$ cat config.mk
export PLATFORM = sky130hd
export DESIGN_NAME = mse_front
export DESIGN_NICKNAME = d
export VERILOG_FILES = /design/src/design/mse_pkg.sv /design/src/design/mse_front.sv
export SDC_FILE = /design/constraint.sdc
export NUM_CORES = 1
export LEC_CHECK = 0
export BUFFER_PORTS_ARGS = -buffer_cell sky130_fd_sc_hd__buf_2
export CAP_MARGIN = 20
export CORE_ASPECT_RATIO = 0.8
export CORE_MARGIN = 2
export CORE_UTILIZATION = 56
export DETAILED_ROUTE_END_ITERATION = 16
export PLACE_DENSITY_LB_ADDON = 0.3
export SYNTH_ARGS = -nofsm -noshare
export SYNTH_HDL_FRONTEND = slang
export SYNTH_SLANG_ARGS = --single-unit
$ cat constraint.sdc
create_clock -name clk -period 7.7 [get_ports clk]
set_clock_uncertainty 0.2 [all_clocks]
set_input_delay 1.54 -clock clk [delete_from_list [all_inputs] [get_ports clk]]
set_output_delay 1.54 -clock clk [all_outputs]
set_load 0.1 [all_outputs]
$ cat src/design/mse_pkg.sv
// mse_pkg: shared types, opcodes and sizes for the MIPS subset execute block
// used by mips_subset_execute, mse_front and mse_back; depends on nothing
`default_nettype none

package mse_pkg;

    localparam int DATA_WORDS = 4096;
    localparam int DATA_AW    = $clog2(DATA_WORDS);
    localparam int REG_COUNT  = 32;
    localparam int REG_AW     = $clog2(REG_COUNT);
    localparam int INQ_DEPTH  = 2;
    localparam int INQ_PW     = $clog2(INQ_DEPTH);
    localparam int INQ_CW     = $clog2(INQ_DEPTH + 1);
    localparam int OUTQ_DEPTH = 4;
    localparam int OUTQ_PW    = $clog2(OUTQ_DEPTH);
    localparam int OUTQ_CW    = $clog2(OUTQ_DEPTH + 1);

    localparam logic [31:0] TEXT_START_RESET = 32'h0040_0000;

    // configuration register indexes (paddr bit 2)
    localparam logic CFG_TEXT_START  = 1'b0;
    localparam logic CFG_INSTR_COUNT = 1'b1;

    localparam logic [5:0] OPC_SPECIAL = 6'h00;
    localparam logic [5:0] OPC_J       = 6'h02;
    localparam logic [5:0] OPC_JAL     = 6'h03;
    localparam logic [5:0] OPC_BEQ     = 6'h04;
    localparam logic [5:0] OPC_BNE     = 6'h05;
    localparam logic [5:0] OPC_ADDIU   = 6'h09;
    localparam logic [5:0] OPC_SLTIU   = 6'h0b;
    localparam logic [5:0] OPC_ANDI    = 6'h0c;
    localparam logic [5:0] OPC_ORI     = 6'h0d;
    localparam logic [5:0] OPC_LUI     = 6'h0f;
    localparam logic [5:0] OPC_LW      = 6'h23;
    localparam logic [5:0] OPC_SW      = 6'h2b;

    localparam logic [5:0] FN_SLL  = 6'h00;
    localparam logic [5:0] FN_SRL  = 6'h02;
    localparam logic [5:0] FN_JR   = 6'h08;
    localparam logic [5:0] FN_ADDU = 6'h21;
    localparam logic [5:0] FN_SUBU = 6'h23;
    localparam logic [5:0] FN_AND  = 6'h24;
    localparam logic [5:0] FN_OR   = 6'h25;
    localparam logic [5:0] FN_NOR  = 6'h27;
    localparam logic [5:0] FN_SLTU = 6'h2b;

    typedef enum logic [3:0] {
        ALU_ADD,
        ALU_SUB,
        ALU_AND,
        ALU_OR,
        ALU_NOR,
        ALU_SLTU,
        ALU_SLL,
        ALU_SRL,
        ALU_LUI,
        ALU_LINK
    } alu_op_t;

    typedef enum logic [1:0] {
        OPB_REG,
        OPB_SEXT,
        OPB_ZEXT
    } opb_sel_t;

    typedef struct packed {
        logic [4:0]  rs;
        logic [4:0]  rt;
        logic [4:0]  dst;
        logic [4:0]  shamt;
        logic [15:0] imm;
        logic [25:0] target;
        alu_op_t     alu_op;
        opb_sel_t    opb_sel;
        logic        wr;
        logic        load;
        logic        store;
        logic        beq;
        logic        bne;
        logic        jump;
        logic        jr;
        logic        unsup;
    } uop_t;

    typedef struct packed {
        logic valid;
        uop_t uop;
    } issue_req_t;

    typedef struct packed {
        logic [31:0] next_pc;
        logic        halted;
        logic        reg_written;
        logic [4:0]  reg_index;
        logic [31:0] reg_value;
        logic        store_done;
        logic [31:0] store_address;
        logic [31:0] store_value;
        logic        unsupported;
    } result_t;

endpackage

`default_nettype wire

$ cat src/design/mse_front.sv
// mse_front: accepts instruction words, decodes them and holds them in a short queue
// uses mse_pkg
`default_nettype none

module mse_front
    import mse_pkg::*;
(
    input  wire logic        clk,
    input  wire logic        rst_n,
    input  wire logic        push,
    output logic             full,
    input  wire logic [31:0] instr_word,
    input  wire logic        blocked,
    input  wire logic        issue,
    output issue_req_t       head
);

    uop_t               dec;
    logic [5:0]         opc;
    logic [5:0]         fn;
    logic               accept;
    uop_t               q_mem_reg [INQ_DEPTH];
    logic [INQ_PW-1:0]  wr_ptr_reg;
    logic [INQ_PW-1:0]  rd_ptr_reg;
    logic [INQ_CW-1:0]  count_reg;
    logic [INQ_CW-1:0]  count_next;

    assign opc = instr_word[31:26];
    assign fn  = instr_word[5:0];

    always_comb
    begin
        dec         = '0;
        dec.rs      = instr_word[25:21];
        dec.rt      = instr_word[20:16];
        dec.dst     = instr_word[20:16];
        dec.shamt   = instr_word[10:6];
        dec.imm     = instr_word[15:0];
        dec.target  = instr_word[25:0];
        dec.alu_op  = ALU_ADD;
        dec.opb_sel = OPB_REG;
        case (opc)
            OPC_SPECIAL:
            begin
                dec.dst = instr_word[15:11];
                dec.wr  = 1'b1;
                case (fn)
                    FN_ADDU: dec.alu_op = ALU_ADD;
                    FN_SUBU: dec.alu_op = ALU_SUB;
                    FN_AND:  dec.alu_op = ALU_AND;
                    FN_OR:   dec.alu_op = ALU_OR;
                    FN_NOR:  dec.alu_op = ALU_NOR;
                    FN_SLTU: dec.alu_op = ALU_SLTU;
                    FN_SLL:  dec.alu_op = ALU_SLL;
                    FN_SRL:  dec.alu_op = ALU_SRL;
                    FN_JR:
                    begin
                        dec.wr = 1'b0;
                        dec.jr = 1'b1;
                    end
                    default:
                    begin
                        dec.wr    = 1'b0;
                        dec.unsup = 1'b1;
                    end
                endcase
            end
            OPC_ADDIU:
            begin
                dec.wr      = 1'b1;
                dec.opb_sel = OPB_SEXT;
            end
            OPC_SLTIU:
            begin
                dec.wr      = 1'b1;
                dec.alu_op  = ALU_SLTU;
                dec.opb_sel = OPB_SEXT;
            end
            OPC_ANDI:
            begin
                dec.wr      = 1'b1;
                dec.alu_op  = ALU_AND;
                dec.opb_sel = OPB_ZEXT;
            end
            OPC_ORI:
            begin
                dec.wr      = 1'b1;
                dec.alu_op  = ALU_OR;
                dec.opb_sel = OPB_ZEXT;
            end
            OPC_LUI:
            begin
                dec.wr     = 1'b1;
                dec.alu_op = ALU_LUI;
            end
            OPC_LW:
            begin
                dec.wr      = 1'b1;
                dec.load    = 1'b1;
                dec.opb_sel = OPB_SEXT;
            end
            OPC_SW:
            begin
                dec.store   = 1'b1;
                dec.opb_sel = OPB_SEXT;
            end
            OPC_BEQ: dec.beq = 1'b1;
            OPC_BNE: dec.bne = 1'b1;
            OPC_J:   dec.jump = 1'b1;
            OPC_JAL:
            begin
                dec.jump   = 1'b1;
                dec.wr     = 1'b1;
                dec.dst    = 5'd31;
                dec.alu_op = ALU_LINK;
            end
            default: dec.unsup = 1'b1;
        endcase
        // register zero is never written
        if (dec.dst == 5'd0)
        begin
            dec.wr = 1'b0;
        end
    end

    assign full   = (count_reg == INQ_CW'(INQ_DEPTH)) || blocked;
    assign accept = push && !full;

    assign head.valid = (count_reg != '0);
    assign head.uop   = q_mem_reg[rd_ptr_reg];

    always_comb
    begin
        count_next = count_reg;
        if (accept && !issue)
        begin
            count_next = count_reg + INQ_CW'(1);
        end
        else if (!accept && issue)
        begin
            count_next = count_reg - INQ_CW'(1);
        end
    end

    always_ff @(posedge clk or negedge rst_n)
    begin
        if (!rst_n)
        begin
            wr_ptr_reg <= '0;
            rd_ptr_reg <= '0;
            count_reg  <= '0;
        end
        else
        begin
            if (accept)
            begin
                wr_ptr_reg <= wr_ptr_reg + INQ_PW'(1);
            end
            if (issue)
            begin
                rd_ptr_reg <= rd_ptr_reg + INQ_PW'(1);
            end
            count_reg <= count_next;
        end
    end

    always_ff @(posedge clk)
    begin
        if (accept)
        begin
            q_mem_reg[wr_ptr_reg] <= dec;
        end
    end

endmodule

`default_nettype wire

---- After elaboration in Yosys (flattened, before gate mapping) ----
Memories as Yosys holds them, arrays and structs flattened.
Index checks and enable logic that the tools add are counted.
storage, ports and cells
  flip-flop bits (word level) ............. 4
  memory bits (writable) .................. 152
  input bits .............................. 37
  output and inout port bits .............. 78
  word-level logic and storage cells ...... 67
  memories kept ........................... 1
memories
  memory     words  width  read ports  clocked after memory_dff  wr ports  line             source
  q_mem_reg  2      76     1           0                         1         mse_front.sv:22  uop_t q_mem_reg [INQ_DEPTH];
operators by class
  add/sub/neg operators ................... 4
  equal/unequal tests ..................... 20
  multiplexer cells ....................... 20
  reduce and logical (&&, ||, !) cells .... 19
operator list
  cell                                            number
  == test 6 bit (second input constant)           8
  == test 6 x 4 -> 1 bit (second input constant)  6
  case mux 4 bit (6 select lines)                 1
  case mux 3 bit (7 select lines)                 1
  == test 6 x 2 -> 1 bit (second input constant)  3
  == test 6 x 3 -> 1 bit (second input constant)  2
  logical NOT 6 bit                               2
  2-to-1 mux 1 bit                                12
  OR reduction 11 bit                             1
  case mux 5 bit (2 select lines)                 1
  OR reduction 9 bit                              1
  OR reduction 8 bit                              1
  OR reduction 7 bit                              1
  logical NOT 5 bit                               1
  2-to-1 mux 2 bit                                2
  case mux 1 bit (2 select lines)                 2
  case mux 2 bit (2 select lines)                 1
  nonzero test 2 bit                              2
  OR reduction 2 bit                              2
  OR reduction 4 bit                              1
  logical AND 1 bit                               3
  logical NOT 1 bit                               3
  adder 1 bit (second input constant)             2
  adder 2 x 1 -> 2 bit (second input constant)    1
  other kinds (3)                                 3

---- Depth between registers and ports, before layout ----
Gate-level depths: netlist of run 1.
  word-level depth ........................ 8
  gate-level depth with buffers ........... 8
  mapped depth without buffers ............ 8

---- Least setup slack after synthesis of run 1 ----
OpenSTA, ideal clock, no wires.
  path type ............................... input to register
  from .................................... input port blocked
  to ...................................... memory q_mem_reg[0][0] (netlist name), enable pin
  library setup time ...................... 0.448 ns
  arrival ................................. 3.729 ns
  data required time ...................... 7.052 ns
  path slack .............................. 3.324 ns
  cell stages on the path ................. 3
  path buffers ............................ 0
  cell sequence ........................... a21oi_1 nand2_1 nor2_1
between the ends
  cells in the longest elaborated chain, start to end .. 5
RTL lines
  element                                 line              source
  start, declared                         mse_front.sv:13   input wire logic blocked,
  logical OR 1 bit                        mse_front.sv:126  assign full = (count_reg == INQ_CW'(INQ_DEPTH)) || blocked;
  logical NOT 1 bit                       mse_front.sv:127  assign accept = push && !full;
  logical AND 1 bit                       mse_front.sv:127
  2-to-1 mux 1 bit                        mse_front.sv:169  if (accept)
  2-to-1 mux 1 bit (not written as such)  mse_front.sv:171  q_mem_reg[wr_ptr_reg] <= dec;
  end, declared                           mse_front.sv:22
No other way between the ends.

==> results of run 1 <==
==> critical path, cell delays in order (launching register included) <==
cell and delay (ns):
dfrtp_2 1.10, mux2_2 0.36, buf_2 0.43
==> area by class of cell <==
| type | count | share of cell area |
|---|---|---|
| Timing Repair Buffer | 116 | 0.125 |
| Tap cell | 90 | 0.0234 |
| Sequential cell | 94 | 0.584 |
| Multi-Input combinational cell | 130 | 0.220 |
| Clock inverter | 4 | 0.0151 |
| Inverter | 6 | 0.00469 |
| Clock buffer | 12 | 0.0281 |
==> layout by cell type, fill, tap and decap left out, types with 4 or more instances in the layout <==
cell	n
a21oi_1	7
buf_2	114
clkbuf_8	9
edfxtp_1	90
inv_1	6
mux2_2	45
nand2_1	11
nor2_1	11
o21bai_1	6
xnor2_1	4
xor2_1	4
==> Yosys cell counts, drive strengths merged (2+ instances only) <==
cell,instances,area share
a21o,3,0.0054
a21oi,7,0.0084
and3,2,0.0030
buf,33,0.060
clkbuf,8,0.0072
dfrtp,4,0.024
edfxtp,90,0.65
inv,6,0.0054
mux2,45,0.12
nand2,11,0.0099
nand2b,2,0.0030
nor2,12,0.011
nor2b,2,0.0030
nor3,2,0.0024
nor4,2,0.0030
nor4b,2,0.0042
o21ai,2,0.0024
o21bai,6,0.011
o22a,3,0.0063
o22ai,2,0.0030
o32ai,2,0.0042
or2,2,0.0030
or4,3,0.0072
xnor2,4,0.0084
xor2,4,0.0084
==> per-stage QoR <==
stage	instance area (sq um)	util	hold slack (ns)	setup slack, ns	std cells
floorplan	4150	-	0.255	3.32	271
detailed placement	4580	0.628	0.285	3.74	435
finish	4800	0.659	0.303	3.70	452
global route	4800	0.659	0.325	3.62	452
CTS	4780	0.656	0.302	3.68	451
global placement	4580	0.628	0.274	3.83	435
==> worst paths after layout <==
path,slack (ns),cells past startpoint,to
worst max-delay path,3.70,2,head[43]
worst max register to register,5.60,5,q_mem_reg[0][10]$_DFFE_PP_
worst min register to register,0.30,1,count_reg[1]$_DFFE_PN0P_
max in group asynchronous,6.38,1,rd_ptr_reg$_DFFE_PN0P_
min in group asynchronous,0.77,1,count_reg[1]$_DFFE_PN0P_
worst min-delay path,0.30,1,count_reg[1]$_DFFE_PN0P_
==> logic make-up after synthesis <==
family,Yosys count,synth area share
flip-flops,94,0.675
buffers and inverters,47,0.0726
AND/OR/NAND/NOR,46,0.0602
multiplexers,45,0.122
AO/OA/AOI/OAI,30,0.0506
XOR/XNOR,8,0.0169
adder cells (fa/ha/maj),1,0.00301
==> metal layers <==
layer	up-vias	routed length, um	track usage	share of wire
met4	0	113	0.0712	0.015
met3	9	532	0.0602	0.072
met5	-	0	0	0
li1	1154	-	-	-
met2	99	3410	0.282	0.46
met1	1190	3320	0.245	0.45
==> results.py, run 1 <==
metrics = {
    "timing": {
        "min_period_ns": 4.00,
        "slew-limit-headroom": 0.267,
        "grt_setup_unrepaired": "false",
        "max_clock_freq_mhz": 250,
        "timing.final.hold_violations": 0,
        "setup_violations": 0,
        "final.setup.tns_ns": 0,
        "finalCritPeriodShare": 0.519,
        "drv_slew": 0,
        "timing_worst_slew_pin_value_ns": 1.10,
    },
    "floorplanning": {
        "design.core.area_sq_um": 7290,
        "start_util": 0.570,
        "floorplan.rows": 28,
        "dieHeight_um": 81.0,
        "die_x_um": 100,
        "die-area_sq_um": 8130,
        "io_pins": 115,
    },
    "cts": {
        "clk_latency_ns": 0.36,
        "root_buffer": "clkbuf_8",
        "post_cts_resize_count": 0,
        "clock_tree.buffer_depth": 2,
        "tritoncts_sinks": 94,
        "tritoncts": "done",
        "cts_post_setup_buffers_inserted": 0,
        "cts.hold.buffers_added": 0,
        "htree_levels": 3,
        "cts_made_buffers": 9,
        "clock_pin_slew_on_the_worst_setup_and_hold_paths_ns": 0.09,
    },
    "global_routing": {
        "grt_max_degree": 47,
        "grt_antenna_before_repair": 0,
        "grt_pass1_vias": 2231,
        "grtUsageTotal": 0.183,
        "grt_first_pass_wirelength_mm": 11.0,
        "grt_overflow": 0,
    },
    "cells_and_area": {
        "largest_register_ff_count": 90,
        "antenna_cells_inserted": 0,
        "multi_input_comb_area_sq_um": 1060,
        "nets": 395,
        "layout-area-overhead-vs-synth_pct": 15.6,
        "seq_area_sq_um": 2800,
        "fillCellCount": 554,
        "drive_gt1_frac": 0.503,
    },
    "synth": {
        "synthFlopType": "edfxtp_1",
        "ys.warnings.count": 0,
        "async_flop_share": 0.0426,
        "synthCells": 271,
        "synth_seq_cells": 94,
        "syn_area_per_cell_sq_um": 15.3,
        "syn-cell-area_sq_um": 4150,
        "mappedNetlistNets": 309,
        "synth_cell_type_count": 40,
        "synth.yosys.seq_area_share": 0.675,
        "synth_enable_flop_cells": 90,
    },
    "detailed_routing": {
        "drt-initial-drc-count": 123,
        "drt_drc_violations_left": 0,
        "final_antenna_net_count": 0,
        "routed-via-count": 2452,
        "avgViaCountPerCell": 5.42,
        "totalWireLength_mm": 7.38,
        "drt_first_pass_iters": 4,
        "wl_per_cell_um": 16.3,
    },
    "place": {
        "gp_congestion": 0.812,
        "place.detailed.hpwl_mm": 4.79,
        "portBuffers": 114,
    },
    "setup_path": {
        "worstReg2RegStart": "count_reg[0]$_DFFE_PN0P_",
        "timing.critical_path.to_type": "output port",
        "crit_path_max_fanout": 46,
        "startpoint": "rd_ptr_reg$_DFFE_PN0P_",
        "cp_data_required_time_ns": 5.96,
        "cp_data_arrival_time_ns": 2.26,
        "worstSetupStartpointType": "flop",
        "path_class": "reg2out",
    },
    "worst_hold_path": {
        "min-delay-start": "count_reg[1]$_DFFE_PN0P_",
        "worst_hold_path_type": "reg2reg",
    },
    "job": {
        "drv_cap": 0,
    },
    "run_status": {
        "run_status": "complete, no violations",
    },
}
Power of run 1 is not shown: default switching activity piles up to over one toggle a cycle in this logic, so the estimate is an artifact.
==> inputs of run 2 (changes only) <==
--- a/config.mk
+++ b/config.mk
@@ -9,7 +9,7 @@
 export CAP_MARGIN = 20
 export CORE_ASPECT_RATIO = 0.8
 export CORE_MARGIN = 2
-export CORE_UTILIZATION = 56
+export CORE_UTILIZATION = 52
 export DETAILED_ROUTE_END_ITERATION = 16
 export PLACE_DENSITY_LB_ADDON = 0.3
 export SYNTH_ARGS = -nofsm -noshare
==> constraint.sdc (replaced) <==
create_clock -name clk -period 4.18 [get_ports clk]
set_clock_uncertainty 0.2 [all_clocks]
set_input_delay 0.836 -clock clk [delete_from_list [all_inputs] [get_ports clk]]
set_output_delay 0.836 -clock clk [all_outputs]
set_load 0.1 [all_outputs]
==> run 2 against run 1 <==
Effect of this change:
- setup slack lost 2.3 ns
- wire length increased by 1.2%
- cell area rose by 0.70%
- non-clock buffer count increased by 2
- die area grew 7.3%
- sequential share of layout area down 0.41 points
- via count fell by 0.82%
- clock-buffer cell count shrank 1
- critical endpoint is now head[18]
==> results.py, run 2 (same netlist as run 1, synthesis figures left out) <==
metrics = {
    "run_status": {
        "run_status": "complete, no violations",
    },
    "cells_and_area": {
        "antenna_cells_inserted": 0,
        "largest_register_ff_count": 90,
        "drive_gt1_frac": 0.507,
        "final_common_cell": "buf_2",
        "nets": 397,
        "seq_area_sq_um": 2800,
        "fillCellCount": 647,
        "postLayoutCellArea_sq_um": 4840,
        "multi_input_comb_area_sq_um": 1060,
        "layout-area-overhead-vs-synth_pct": 16.4,
        "core_util_final": 0.617,
        "most-common-layout-cells": "buf_2, edfxtp_1, mux2_2, nand2_1, nor2_1",
    },
    "setup_path": {
        "slowest_cell_on_the_critical_path": "mux2_2",
        "r2r.worst_path.cells": 5,
        "reg2reg_setup_slack_ns": 1.99,
        "path_class": "reg2out",
        "cp_data_arrival_time_ns": 1.77,
        "crit_path_max_fanout": 28,
        "startpoint": "rd_ptr_reg$_DFFE_PN0P_",
        "worstSetupStartpointType": "flop",
        "crit_path_cell_trace": "buf_4 -> mux2_2 -> buf_2",
        "cpPeakStageDelay_ns": 0.40,
        "timing.rr.end": "q_mem_reg[0][0]$_DFFE_PP_",
        "cp_data_required_time_ns": 3.14,
        "timing.critical_path.to_type": "output port",
        "worstReg2RegStart": "count_reg[0]$_DFFE_PN0P_",
    },
    "global_routing": {
        "grt_max_degree": 46,
        "grt_pass1_vias": 2411,
        "grt_first_pass_wirelength_mm": 11.9,
        "grt_antenna_before_repair": 0,
        "grtUsageTotal": 0.177,
        "grt_overflow": 0,
    },
    "detailed_routing": {
        "drt_first_pass_iters": 4,
        "routed-via-count": 2432,
        "final_antenna_net_count": 0,
        "wl_per_cell_um": 15.8,
        "avgViaCountPerCell": 5.16,
        "drt-initial-drc-count": 156,
        "totalWireLength_mm": 7.46,
        "drt_drc_violations_left": 0,
    },
    "cts": {
        "clock_tree.buffer_depth": 2,
        "cts_post_setup_buffers_inserted": 0,
        "tritoncts": "done",
        "clock_pin_slew_on_the_worst_setup_and_hold_paths_ns": 0.08,
        "cts_made_buffers": 9,
        "htree_levels": 3,
        "post_cts_resize_count": 0,
        "tritoncts_sinks": 94,
        "cts.hold.buffers_added": 0,
        "clk_latency_ns": 0.35,
        "root_buffer": "clkbuf_8",
    },
    "place": {
        "place.detailed.hpwl_mm": 5.14,
        "portBuffers": 114,
        "gp_congestion": 0.791,
        "placedInstanceArea_sq_um": 4630,
    },
    "floorplanning": {
        "die-area_sq_um": 8720,
        "io_pins": 115,
        "design.core.area_sq_um": 7840,
        "die_x_um": 104,
        "dieHeight_um": 83.9,
        "start_util": 0.530,
        "floorplan.rows": 29,
    },
    "timing": {
        "min_period_ns": 2.81,
        "grt_setup_unrepaired": "false",
        "max_clock_freq_mhz": 356,
        "setup_violations": 0,
        "slew-limit-headroom": 0.554,
        "timing.final.hold_violations": 0,
        "drv_slew": 0,
        "timing.hold.ws_ns": 0.0747,
        "timing_worst_slew_pin_value_ns": 0.668,
        "final.setup.tns_ns": 0,
        "finalCritPeriodShare": 0.671,
    },
    "job": {
        "drv_cap": 0,
    },
    "worst_hold_path": {
        "worst_hold_path_type": "in2async",
    },
}
run 2: cell type report:
cell class              instances  share of cell area
clock inverters                 4              0.0150
flip-flops and latches         94               0.580
repair buffers                118               0.127
inverters                       6             0.00466
multi-input cells             130               0.219
well taps                     108              0.0279
clock buffers                  11              0.0272
run 2: critical path: cells and delay by family (launching register included):
kind | cells | cell delay (ns)
buf+inv | 2 | 0.65
flops | 1 | 0.36
mux | 1 | 0.40
run 2: worst max-delay path by stage:
| stage | slack (ns) | depth (start not counted) | endpoint |
|---|---|---|---|
| 6_report | 1.37 | 3 | head[18] |
| 5_1_grt | 1.29 | 3 | head[44] |
| 4_1_cts | 1.34 | 3 | head[18] |
| 3_5_place_dp | 1.24 | 5 | q_mem_reg[0][7]$_DFFE_PP_ |
| 3_3_place_gp | 1.29 | 5 | q_mem_reg[0][7]$_DFFE_PP_ |
| 2_1_floorplan | 0.51 | 3 | q_mem_reg[0][0]$_DFFE_PP_ |
run 2: per-stage QoR:
step                setup WS, ns  std cells
floorplan                  0.508        271
global placement            1.29        456
detailed placement          1.24        456
CTS                         1.34        471
global route                1.29        471
finish                      1.37        471
run 2: per-layer routing:
layer	up-vias	part of all wire	track usage
li1	1153	-	-
met2	93	0.48	0.294
met4	0	0.012	0.0602
met1	1176	0.44	0.222
met3	10	0.072	0.0554
met5	-	0	0
Power of run 2 is left out for the same reason.
